<file path="src/hdl/lcdtw_pkg.sv">
// Package for the text line writer: write and queue entry types, display
// command constants and the row-jump helper functions.
// No dependencies.
package lcdtw_pkg;

   localparam int unsigned MAX_WRITES = 3;

   localparam logic CMD_WRITE  = 1'b0;
   localparam logic DATA_WRITE = 1'b1;

   localparam logic [7:0] MODE_CMD    = 8'h30;
   localparam logic [7:0] PAD_SPACE   = 8'h20;
   localparam logic [7:0] WIDE_LIMIT  = 8'h80;
   localparam logic [2:0] ADDR_PREFIX = 3'b100;

   typedef struct packed {
      logic       is_data;
      logic [7:0] bus_byte;
   } write_type;

   typedef struct packed {
      logic [1:0]                 last_slot;
      write_type [MAX_WRITES-1:0] slots;
   } entry_type;

   function automatic logic [7:0] row_base(input logic [1:0] idx);
      logic [7:0] b;
      unique case (idx)
         2'd0:    b = 8'h80;
         2'd1:    b = 8'h90;
         2'd2:    b = 8'h88;
         default: b = 8'h98;
      endcase
      return b;
   endfunction

   // t = count + 2*column, not wrapped to 8 bits
   function automatic logic [8:0] jump_pos(input logic [7:0] cnt, input logic [2:0] col);
      return {1'b0, cnt} + {5'b0, col, 1'b0};
   endfunction

   function automatic logic jump_hit(input logic [7:0] cnt, input logic [2:0] col);
      logic [8:0] t;
      t = jump_pos(cnt, col);
      return (t[3:0] == 4'd0);
   endfunction

   function automatic logic [7:0] jump_byte(input logic [7:0] cnt, input logic [2:0] col,
                                            input logic [1:0] row);
      logic [8:0] t;
      t = jump_pos(cnt, col);
      return row_base(row + t[5:4]);
   endfunction

endpackage

</file>
<file path="src/hdl/lcdtw_if.sv">
// Channel interfaces for the text line writer: text byte requests and
// display write responses. Depends on nothing.
interface lcdtw_req_if;
   logic       valid;
   logic       ready;
   logic       first_of_string;
   logic [1:0] start_row;
   logic [2:0] start_column;
   logic [7:0] char_code;

   modport source (output valid, first_of_string, start_row, start_column, char_code,
                   input ready);
   modport sink   (input valid, first_of_string, start_row, start_column, char_code,
                   output ready);
endinterface

interface lcdtw_rsp_if;
   logic       valid;
   logic       ready;
   logic       is_data;
   logic [7:0] bus_byte;
   logic       last;

   modport source (output valid, is_data, bus_byte, last, input ready);
   modport sink   (input valid, is_data, bus_byte, last, output ready);
endinterface

</file>
<file path="src/hdl/lcdtw_front.sv">
// Front end: accepts text bytes, keeps string state, and builds the list of
// display writes for each byte. Depends on lcdtw_pkg and lcdtw_req_if.
module lcdtw_front (
   input  logic               clock,
   input  logic               reset,
   lcdtw_req_if.sink          req_chan,
   input  logic               push_ready,
   output logic               push_valid,
   output lcdtw_pkg::entry_type push_entry
);

   logic [7:0] cnt_ff, cnt_in;
   logic [7:0] prev_ff, prev_in;
   logic [1:0] row_ff, row_in;
   logic [2:0] col_ff, col_in;

   logic       accept;
   logic [7:0] cnt_cur, cnt_a, cnt_b;
   logic [7:0] prev_cur;
   logic       pad;
   logic [1:0] k;
   lcdtw_pkg::write_type [lcdtw_pkg::MAX_WRITES-1:0] slots;

   assign req_chan.ready = push_ready;
   assign push_valid     = req_chan.valid;
   assign accept         = req_chan.valid && push_ready;

   always_comb begin
      cnt_cur  = req_chan.first_of_string ? 8'd0 : cnt_ff;
      prev_cur = req_chan.first_of_string ? 8'd0 : prev_ff;
      row_in   = req_chan.first_of_string ? req_chan.start_row : row_ff;
      col_in   = req_chan.first_of_string ? req_chan.start_column : col_ff;

      slots = '0;
      k     = 2'd0;
      if (req_chan.first_of_string) begin
         slots[0] = '{is_data: lcdtw_pkg::CMD_WRITE, bus_byte: lcdtw_pkg::MODE_CMD};
         slots[1] = '{is_data: lcdtw_pkg::CMD_WRITE,
                      bus_byte: {lcdtw_pkg::ADDR_PREFIX, req_chan.start_row[0],
                                 req_chan.start_row[1], req_chan.start_column}};
         k = 2'd2;
      end

      pad = cnt_cur[0] && (prev_cur <= lcdtw_pkg::WIDE_LIMIT) &&
            (req_chan.char_code > lcdtw_pkg::WIDE_LIMIT);
      cnt_a = cnt_cur + {7'd0, pad};
      if (pad) begin
         slots[k] = '{is_data: lcdtw_pkg::DATA_WRITE, bus_byte: lcdtw_pkg::PAD_SPACE};
         k = k + 2'd1;
         if (lcdtw_pkg::jump_hit(cnt_a, col_in)) begin
            slots[k] = '{is_data: lcdtw_pkg::CMD_WRITE,
                         bus_byte: lcdtw_pkg::jump_byte(cnt_a, col_in, row_in)};
            k = k + 2'd1;
         end
      end

      slots[k] = '{is_data: lcdtw_pkg::DATA_WRITE, bus_byte: req_chan.char_code};
      k = k + 2'd1;
      cnt_b = cnt_a + 8'd1;
      if (lcdtw_pkg::jump_hit(cnt_b, col_in)) begin
         slots[k] = '{is_data: lcdtw_pkg::CMD_WRITE,
                      bus_byte: lcdtw_pkg::jump_byte(cnt_b, col_in, row_in)};
         k = k + 2'd1;
      end

      cnt_in  = cnt_b;
      prev_in = req_chan.char_code;
   end

   assign push_entry.slots     = slots;
   assign push_entry.last_slot = k - 2'd1;

   always_ff @(posedge clock) begin
      if (reset) begin
         cnt_ff  <= '0;
         prev_ff <= '0;
         row_ff  <= '0;
         col_ff  <= '0;
      end else if (accept) begin
         cnt_ff  <= cnt_in;
         prev_ff <= prev_in;
         row_ff  <= row_in;
         col_ff  <= col_in;
      end
   end

endmodule

</file>
<file path="src/hdl/lcdtw_queue.sv">
// Two-entry queue of write lists between front and back ends.
// Depends on lcdtw_pkg.
module lcdtw_queue (
   input  logic                clock,
   input  logic                reset,
   input  logic                push_valid,
   output logic                push_ready,
   input  lcdtw_pkg::entry_type push_entry,
   output logic                pop_valid,
   input  logic                pop,
   output lcdtw_pkg::entry_type pop_entry
);

   lcdtw_pkg::entry_type mem_ff [2];
   logic       wr_ptr_ff, wr_ptr_in;
   logic       rd_ptr_ff, rd_ptr_in;
   logic [1:0] fill_ff, fill_in;
   logic       do_push, do_pop;

   assign push_ready = (fill_ff != 2'd2);
   assign pop_valid  = (fill_ff != 2'd0);
   assign pop_entry  = mem_ff[rd_ptr_ff];
   assign do_push    = push_valid && push_ready;
   assign do_pop     = pop && pop_valid;

   always_comb begin
      wr_ptr_in = wr_ptr_ff ^ do_push;
      rd_ptr_in = rd_ptr_ff ^ do_pop;
      fill_in   = fill_ff + {1'b0, do_push} - {1'b0, do_pop};
   end

   always_ff @(posedge clock) begin
      if (do_push) begin
         mem_ff[wr_ptr_ff] <= push_entry;
      end
   end

   always_ff @(posedge clock) begin
      if (reset) begin
         wr_ptr_ff <= 1'b0;
         rd_ptr_ff <= 1'b0;
         fill_ff   <= 2'd0;
      end else begin
         wr_ptr_ff <= wr_ptr_in;
         rd_ptr_ff <= rd_ptr_in;
         fill_ff   <= fill_in;
      end
   end

endmodule

</file>
<file path="src/hdl/lcdtw_back.sv">
// Back end: steps through the queued write list one write per cycle into
// the response register, unless stalled. Uses lcdtw_pkg and lcdtw_rsp_if.
module lcdtw_back (
   input  logic                clock,
   input  logic                reset,
   input  logic                head_valid,
   input  lcdtw_pkg::entry_type head_entry,
   output logic                pop,
   lcdtw_rsp_if.source         rsp_chan
);

   logic                 vld_ff, vld_in;
   logic [1:0]           idx_ff, idx_in;
   lcdtw_pkg::write_type out_ff, out_in;
   logic                 last_ff, last_in;
   logic                 advance, at_last;
   lcdtw_pkg::write_type sel;

   always_comb begin
      unique case (idx_ff)
         2'd0:    sel = head_entry.slots[0];
         2'd1:    sel = head_entry.slots[1];
         default: sel = head_entry.slots[2];
      endcase
   end

   assign advance = head_valid && (!vld_ff || rsp_chan.ready);
   assign at_last = (idx_ff == head_entry.last_slot);
   assign pop     = advance && at_last;

   always_comb begin
      out_in  = sel;
      last_in = at_last;
      idx_in  = idx_ff;
      vld_in  = vld_ff;
      if (advance) begin
         vld_in = 1'b1;
         idx_in = at_last ? 2'd0 : idx_ff + 2'd1;
      end else if (rsp_chan.ready) begin
         vld_in = 1'b0;
      end
   end

   always_ff @(posedge clock) begin
      if (reset) begin
         vld_ff <= 1'b0;
         idx_ff <= 2'd0;
      end else begin
         vld_ff <= vld_in;
         idx_ff <= idx_in;
      end
   end

   always_ff @(posedge clock) begin
      if (advance) begin
         out_ff  <= out_in;
         last_ff <= last_in;
      end
   end

   assign rsp_chan.valid    = vld_ff;
   assign rsp_chan.is_data  = out_ff.is_data;
   assign rsp_chan.bus_byte = out_ff.bus_byte;
   assign rsp_chan.last     = last_ff;

endmodule

</file>
<file path="src/hdl/lcd_text_line_writer_unit.sv">
// Top level of the text line writer: front end, write-list queue, back end.
// Depends on lcdtw_pkg, lcdtw_if, lcdtw_front, lcdtw_queue, lcdtw_back.
//
//   channel    dir   handshake      payload
//   req_chan   in    valid/ready    first_of_string, start_row, start_column, char_code
//   rsp_chan   out   valid/ready    is_data, bus_byte, last
//
// Each text byte yields one to three writes; the back end issues one write per
// cycle while rsp_chan is not stalled, through the single response register.
// Requests are taken while the two-entry queue has room, also during output stalls.
// An accepted request is registered in the queue, then in the response register.
// Synchronous active-high reset clears string state, queue and output valid.
module lcd_text_line_writer_unit (
   input  logic         clock,
   input  logic         reset,
   lcdtw_req_if.sink    req_chan,
   lcdtw_rsp_if.source  rsp_chan
);

   logic                 push_valid, push_ready;
   lcdtw_pkg::entry_type push_entry;
   logic                 head_valid, pop;
   lcdtw_pkg::entry_type head_entry;

   lcdtw_front u_front (
      .clock      (clock),
      .reset      (reset),
      .req_chan   (req_chan),
      .push_ready (push_ready),
      .push_valid (push_valid),
      .push_entry (push_entry)
   );

   lcdtw_queue u_queue (
      .clock      (clock),
      .reset      (reset),
      .push_valid (push_valid),
      .push_ready (push_ready),
      .push_entry (push_entry),
      .pop_valid  (head_valid),
      .pop        (pop),
      .pop_entry  (head_entry)
   );

   lcdtw_back u_back (
      .clock      (clock),
      .reset      (reset),
      .head_valid (head_valid),
      .head_entry (head_entry),
      .pop        (pop),
      .rsp_chan   (rsp_chan)
   );

endmodule

</file>
<file path="src/flat_wrapper.sv">
// flat-port wrapper written by rule: the top's interface ports become plain ports
module lcd_text_line_writer_unit_flat 
  (clock, reset, req_chan_valid, req_chan_first_of_string, req_chan_start_row, req_chan_start_column, req_chan_char_code, req_chan_ready, rsp_chan_valid, rsp_chan_is_data, rsp_chan_bus_byte, rsp_chan_last, rsp_chan_ready);
  lcdtw_req_if req_chan_i ();
  lcdtw_rsp_if rsp_chan_i ();
  input  logic clock;
  input  logic reset;
  input wire logic [$bits(req_chan_i.valid)-1:0] req_chan_valid;
  input wire logic [$bits(req_chan_i.first_of_string)-1:0] req_chan_first_of_string;
  input wire logic [$bits(req_chan_i.start_row)-1:0] req_chan_start_row;
  input wire logic [$bits(req_chan_i.start_column)-1:0] req_chan_start_column;
  input wire logic [$bits(req_chan_i.char_code)-1:0] req_chan_char_code;
  output wire logic [$bits(req_chan_i.ready)-1:0] req_chan_ready;
  output wire logic [$bits(rsp_chan_i.valid)-1:0] rsp_chan_valid;
  output wire logic [$bits(rsp_chan_i.is_data)-1:0] rsp_chan_is_data;
  output wire logic [$bits(rsp_chan_i.bus_byte)-1:0] rsp_chan_bus_byte;
  output wire logic [$bits(rsp_chan_i.last)-1:0] rsp_chan_last;
  input wire logic [$bits(rsp_chan_i.ready)-1:0] rsp_chan_ready;
  assign req_chan_i.valid = req_chan_valid;
  assign req_chan_i.first_of_string = req_chan_first_of_string;
  assign req_chan_i.start_row = req_chan_start_row;
  assign req_chan_i.start_column = req_chan_start_column;
  assign req_chan_i.char_code = req_chan_char_code;
  assign req_chan_ready = req_chan_i.ready;
  assign rsp_chan_valid = rsp_chan_i.valid;
  assign rsp_chan_is_data = rsp_chan_i.is_data;
  assign rsp_chan_bus_byte = rsp_chan_i.bus_byte;
  assign rsp_chan_last = rsp_chan_i.last;
  assign rsp_chan_i.ready = rsp_chan_ready;
  lcd_text_line_writer_unit u_core (.clock(clock), .reset(reset), .req_chan(req_chan_i), .rsp_chan(rsp_chan_i));
endmodule
</file>
<file path="config.mk">
export PLATFORM = sky130hd
export DESIGN_NAME = lcd_text_line_writer_unit_flat
export DESIGN_NICKNAME = d
export VERILOG_FILES = /design/src/hdl/lcdtw_pkg.sv /design/src/hdl/lcdtw_if.sv /design/src/hdl/lcdtw_front.sv /design/src/hdl/lcdtw_queue.sv /design/src/hdl/lcdtw_back.sv /design/src/hdl/lcd_text_line_writer_unit.sv /design/src/flat_wrapper.sv
export SDC_FILE = /design/constraint.sdc
export NUM_CORES = 1
export LEC_CHECK = 0
export BUFFER_PORTS_ARGS = -buffer_cell sky130_fd_sc_hd__buf_2
export CAP_MARGIN = 20
export CORE_AREA = 2 2 88 90
export DETAILED_ROUTE_END_ITERATION = 6
export DIE_AREA = 0 0 90 92
export PLACE_DENSITY = 0.86
export SLEW_MARGIN = 20
export SYNTH_ARGS = -nofsm -noshare
export SYNTH_HDL_FRONTEND = slang
export SYNTH_SLANG_ARGS = --single-unit
</file>
<file path="constraint.sdc">
create_clock -name clock -period 15 [get_ports clock]
set_input_delay 2.25 -clock clock [delete_from_list [all_inputs] [get_ports clock]]
set_output_delay 2.25 -clock clock [all_outputs]
set_load 0.005 [all_outputs]
</file>
Yosys cells after proc, flatten, opt, wreduce, memory -nomap -nowiden
Memories as Yosys holds them, arrays and structs flattened. A register that Yosys moved wholly into a read port is not among the register bits.
Index checks and enable logic that the tools add are counted.
- word-level logic and storage cells: 103
- memories kept: 1
- output and inout port bits: 12
- register bits: 38
- RAM bits: 58
- bits of input ports: 18
- memory list (memory ; words ; width ; read ports ; clocked after Yosys merged registers in ; write ports ; RTL line ; text):
    u_core.u_queue.mem_ff ; 2 ; 29 ; 1 ; 1 ; 1 ; lcdtw_queue.sv:14 ; lcdtw_pkg::entry_type mem_ff [2];
- equality and inequality tests: 7
- reduce and logical (&&, ||, !) cells: 19
- muxes and demuxes: 35
- order comparisons: 10
- add/sub/neg operators: 14
- bitwise logic cells: 5
- operators with widths (kind ; count):
    27-bit bitwise mux ; 3
    27-bit two-way mux ; 3
    9-bit demux with 2-bit select ; 4
    8-bit two-way mux ; 5
    9-bit two-way mux ; 4
    5-bit one-hot mux with 3 select lines ; 2
    14-bit by 21-bit bitwise AND with 21-bit output ; 1
    21-bit inverter ; 1
    9-bit one-hot mux with 2 select lines ; 1
    17-bit two-way mux ; 1
    6-bit by 4-bit adder with 6-bit output ; 2
    2-bit by 3-bit < comparator with 1-bit output, second input constant ; 4
    2-bit two-way mux ; 6
    2-bit by 1-bit adder with 2-bit output, second input constant ; 5
    1-bit logical AND ; 10
    8-bit by 1-bit adder with 8-bit output ; 1
    8-bit by 1-bit adder with 8-bit output, second input constant ; 1
    2-bit by 1-bit >= comparator with 1-bit output, second input constant ; 4
    8-bit > comparator, second input constant ; 1
    8-bit less-or-equal comparator, second input constant ; 1
    4-bit zero test ; 2
    2-bit by 1-bit == test with 1-bit output, second input constant ; 3
    2-bit zero test ; 3
    4-bit by 6-bit OR with 6-bit output ; 1
    13 further kinds ; 21

Logic depth before layout (Yosys ltp)
- depth in word-level cells: 17
- mapped depth: 19
- mapped depth without buffers: 17

Hierarchy
From an unflattened synthesis, not the netlist that was laid out.
- cell total of the unflattened synthesis: 422
- area, all modules: 4757.1 um^2
- by module, submodules not included (module ; seq. area each (um^2) ; times used ; area each (um^2) ; cells each):
    lcdtw_queue ; 1821.7 ; 1 ; 2318.5 ; 117
    lcdtw_front ; 380.4 ; 1 ; 1783.0 ; 245
    lcdtw_back ; 360.3 ; 1 ; 655.6 ; 60

Worst setup path after synthesis
Ideal clock, no wire load.
- path kind: input port to flip-flop
- start point: input req_chan_first_of_string
- end point: memory u_core.u_queue.mem_ff[0][14] (netlist name), data pin
- library setup time: 259 ps
- path slack: 8532 ps
- data arrival time: 6209 ps
- stages: 17
- required time: 14741 ps
- buffers on the path: 2
- path through: buf_6 > nor2b_1 > nand2_1 > a221oi_2 > ha_1 > ha_1 > xnor2_1 > inv_1 > fa_1 > xor2_1 > or4_1 > ha_1 > a21oi_1 > ha_1 > clkbuf_1 > nand2_1 > and3_1
- RTL lines (item ; RTL line ; text):
    start: declaration ; flat_wrapper.sv:9 ; input wire logic [$bits(req_chan_i.first_of_string)-1:0] req_chan_first_of_string;
    end: declaration ; lcdtw_queue.sv:14 ;

==> qor.json <==
{
  "status": "finished clean",
  "rows": 32,
  "design.die.area_um2": 8280,
  "post_synth_fa_ha_maj_area_fraction": 0.07137,
  "synth-async-reset-ratio": 0,
  "post_synth_xor_area_fraction": 0.04822,
  "critPathKind": "in -> reg",
  "routed_via_density": 5.917,
  "grt_first_pass_wirelength_um": 15020,
  "synth_seq_cells": 94,
  "post-cts-setup-buffers": 0,
  "core-area_um2": 7447,
  "hold_class": "reg -> reg",
  "worstSetupStartpoint": "req_chan_first_of_string",
  "timing.hold.worst.start": "u_core.u_front.col_ff[0]",
  "number_of_gates_resized_after_cts": 0,
  "detailedPlace.worstSlack_ns": 7.917,
  "layout_stage_area_growth_over_the_synthesis_result_pct": 9.289,
  "drt_pre_antenna_iters": 5,
  "clk_slew_on_worst_s_h_paths_ns": 0.09,
  "worstPathArrival_ns": 6.93,
  "timing.fmax_ghz": 0.1473,
  "slew_headroom": 0.4193,
  "synth.largest_area_cell": "edfxtp_1",
  "timing.setup.tns_ns": 0,
  "grt_setup_unrepaired": "false",
  "fin_total_pwr_mw": 0.7565,
  "final_common_cell": "edfxtp_1",
  "synth-warning-count": 0,
  "drt-initial-drc-count": 285,
  "synth_compound_area_frac": 0.1297,
  "die_x_um": 90,
  "fin_worst_hold_slack_ns": 0.4619,
  "initial_utilization": 0.6168,
  "power.density_nw_per_um2": 150.7,
  "routed_wl_um": 9143,
  "post_synth_mux_area_share": 0.02016,
  "timing.critical_path.fanout_max": 32,
  "post-route-period-util": 0.4526,
  "largest_cells_by_area_after_synthesis": "edfxtp_1 (44%), dfxtp_1 (11%), ha_1 (6.3%), nand2_1 (4.8%), a21oi_1 (3.2%)",
  "most-common-layout-cells": "edfxtp_1 (68), nand2_1 (59), a21oi_1 (29), buf_2 (29), dfxtp_1 (26)",
  "worstSetupEndpointType": "flip-flop",
  "antenna_cells": 0,
  "timing.clock.skew_ns": 0.01307,
  "top_level_ports": 30,
  "synthesis.instances": 411,
  "synthesis.area_per_instance_um2": 11.18,
  "main_combinational_cell_family_by_area_after_synthesis": "simple AND/OR/NAND/NOR gates",
  "postPlaceCellArea_um2": 4798,
  "numPortBuffers": 29,
  "die_height_um": 92,
  "r2r-start": "u_core.u_front.prev_ff[3]",
  "synth_edf_count": 68,
  "yosys.area.top_type_share": 0.4446,
  "grt_start_max_net_pins": 33,
  "worst-endpoint-required_ns": 15.14,
  "ys.flop_type": "edfxtp_1",
  "post_synth_instance_area_um2": 4593,
  "synth.yosys.seq_area_share": 0.5579,
  "clock_buffer_count_from_cts": 9,
  "grt-ovfl-total": 0,
  "cp-start-kind": "primary input",
  "postSynthNetCount": 454,
  "max_slew.worst_pin.slew_ns": 0.8699,
  "post_drt_wl_per_cell_um": 16.93,
  "vdd.ir_drop.worst_mv": 0.06181,
  "cap_violations": 0,
  "cts.sinks": 94,
  "layout_setup_ws_ns": 8.211,
  "fillerInstances": 573,
  "detailed_place_hpwl_um": 6351,
  "ant_nets": 0,
  "fin_nets": 476,
  "clock_path_buffers": 2,
  "route.detailed.drc": 0,
  "first_global_vias": 3128,
  "synth_cell_type_count": 50,
  "layout-drive-gt1-share": 0.1279,
  "p_leak_nw": 1.981,
  "synth_simple_gate_area_share": 0.1425,
  "hold_violations": 0,
  "postLayoutCellArea_um2": 5020,
  "antenna_violations_before_repair": 0,
  "place_congestion": 0.9353,
  "final_period_minus_worst_setup_slack_ns": 6.789,
  "clock_latency_ns": 0.36,
  "tritoncts_clock_tree": "built",
  "cts-root-buf": "clkbuf_8",
  "h-tree-depth": 3,
  "track_usage": 0.2337,
  "final-max-slew-violation-count": 0,
  "ctsHoldBuffers": 0,
  "finalSetupViolCount": 0,
  "routed-via-count": 3195
}
## stage by stage
stage / instances / utilization
after global routing: 540 / 0.6741
after global placement: 524 / 0.6443
after CTS: 540 / 0.6737
after floorplan: 411 / -
after detailed placement: 524 / 0.6443
final: 540 / 0.6741
## per-layer routing
metal  global-route usage  vias up  wire length [µm]  part of all wire
met5                    0        -                 0                 0
met1               0.2892     1540              3787              0.41
met4              0.09359        0               199             0.022
li1                     -     1533                 -                 -
met3              0.04601       19               466             0.051
met2               0.4054      103              4689              0.51
## worst max-delay path: stages
cell and delay (ns):
buf_2 0.28, nor2b_1 0.23, nand2_1 0.09, a221oi_2 0.46, ha_1 0.30, ha_1 0.24
xnor2_1 0.25, inv_1 0.16, fa_1 0.48, xor2_1 0.17, or4_1 0.46, ha_1 0.30
a21oi_1 0.28, ha_1 0.55, a211oi_1 0.11, o21ai_0 0.33
## power by group
part,internal [mW],switching [mW]
clock network,0.0945,0.0883
logic,0.0793,0.123
registers,0.346,0.0254
total,0.519,0.237
## flip-flops by register name (all words and copies together), names as in the netlist
| signal | count |
|---|---|
| u_core.u_back.rsp_chan.bus_byte | 8 |
| u_core.u_back.rsp_chan.valid | 1 |
| u_core.u_queue.rd_ptr_ff | 1 |
| u_core.u_back.rsp_chan.is_data | 1 |
| u_core.u_back.idx_ff | 2 |
| u_core.u_queue.fill_ff | 2 |
| u_core.u_front.row_ff | 2 |
| u_core.u_queue.wr_ptr_ff | 1 |
| u_core.u_queue.mem_ff | 58 |
| u_core.u_front.prev_ff | 8 |
| u_core.u_front.cnt_ff | 6 |
| u_core.u_front.col_ff | 3 |
| u_core.u_back.rsp_chan.last | 1 |
## path summary, 6_finish.rpt
check | endpoint | depth (start not counted) | slack (ns)
hold / removal | u_core.u_front.col_ff[0] | 2 | 0.46
setup / recovery | u_core.u_queue.mem_ff[0][16] | 16 | 8.21
hold reg to reg | u_core.u_front.col_ff[0] | 2 | 0.46
setup reg to reg | u_core.u_queue.mem_ff[0][16] | 15 | 9.80
## synthesized netlist by cell type, types with 8 or more instances
cell      count
edfxtp_1     68
nand2_1      59
a21oi_1      29
dfxtp_1      26
nor2_1       26
ha_1         23
clkbuf_1     19
inv_1        15
o21ai_0      13
a211oi_1     11
and3_1       11
xnor2_1      11
xor2_1        9
a22o_1        8
a22oi_1       8
a31oi_1       8
## cell families after synthesis
| kind of cell | count (synthesis) |
|---|---|
| AOI/OAI and AO/OA | 91 |
| xor gates and xnor gates | 22 |
| adders and majority gates | 25 |
| buffers and inverters | 35 |
| DFF | 94 |
| muxes | 9 |
| and+or+nand+nor | 135 |
## cell type report
type	instances	area, µm²	share of cell area
sequential	94	2562	0.5105
multi-input combinational	282	1894	0.3774
timing repair buffer	31	160.2	0.03190
tap	102	127.6	0.02542
clock buffer	9	123.9	0.02468
clock inverter	7	95.09	0.01894
inverter	15	56.30	0.01122
(Power assumes the default switching activity.)
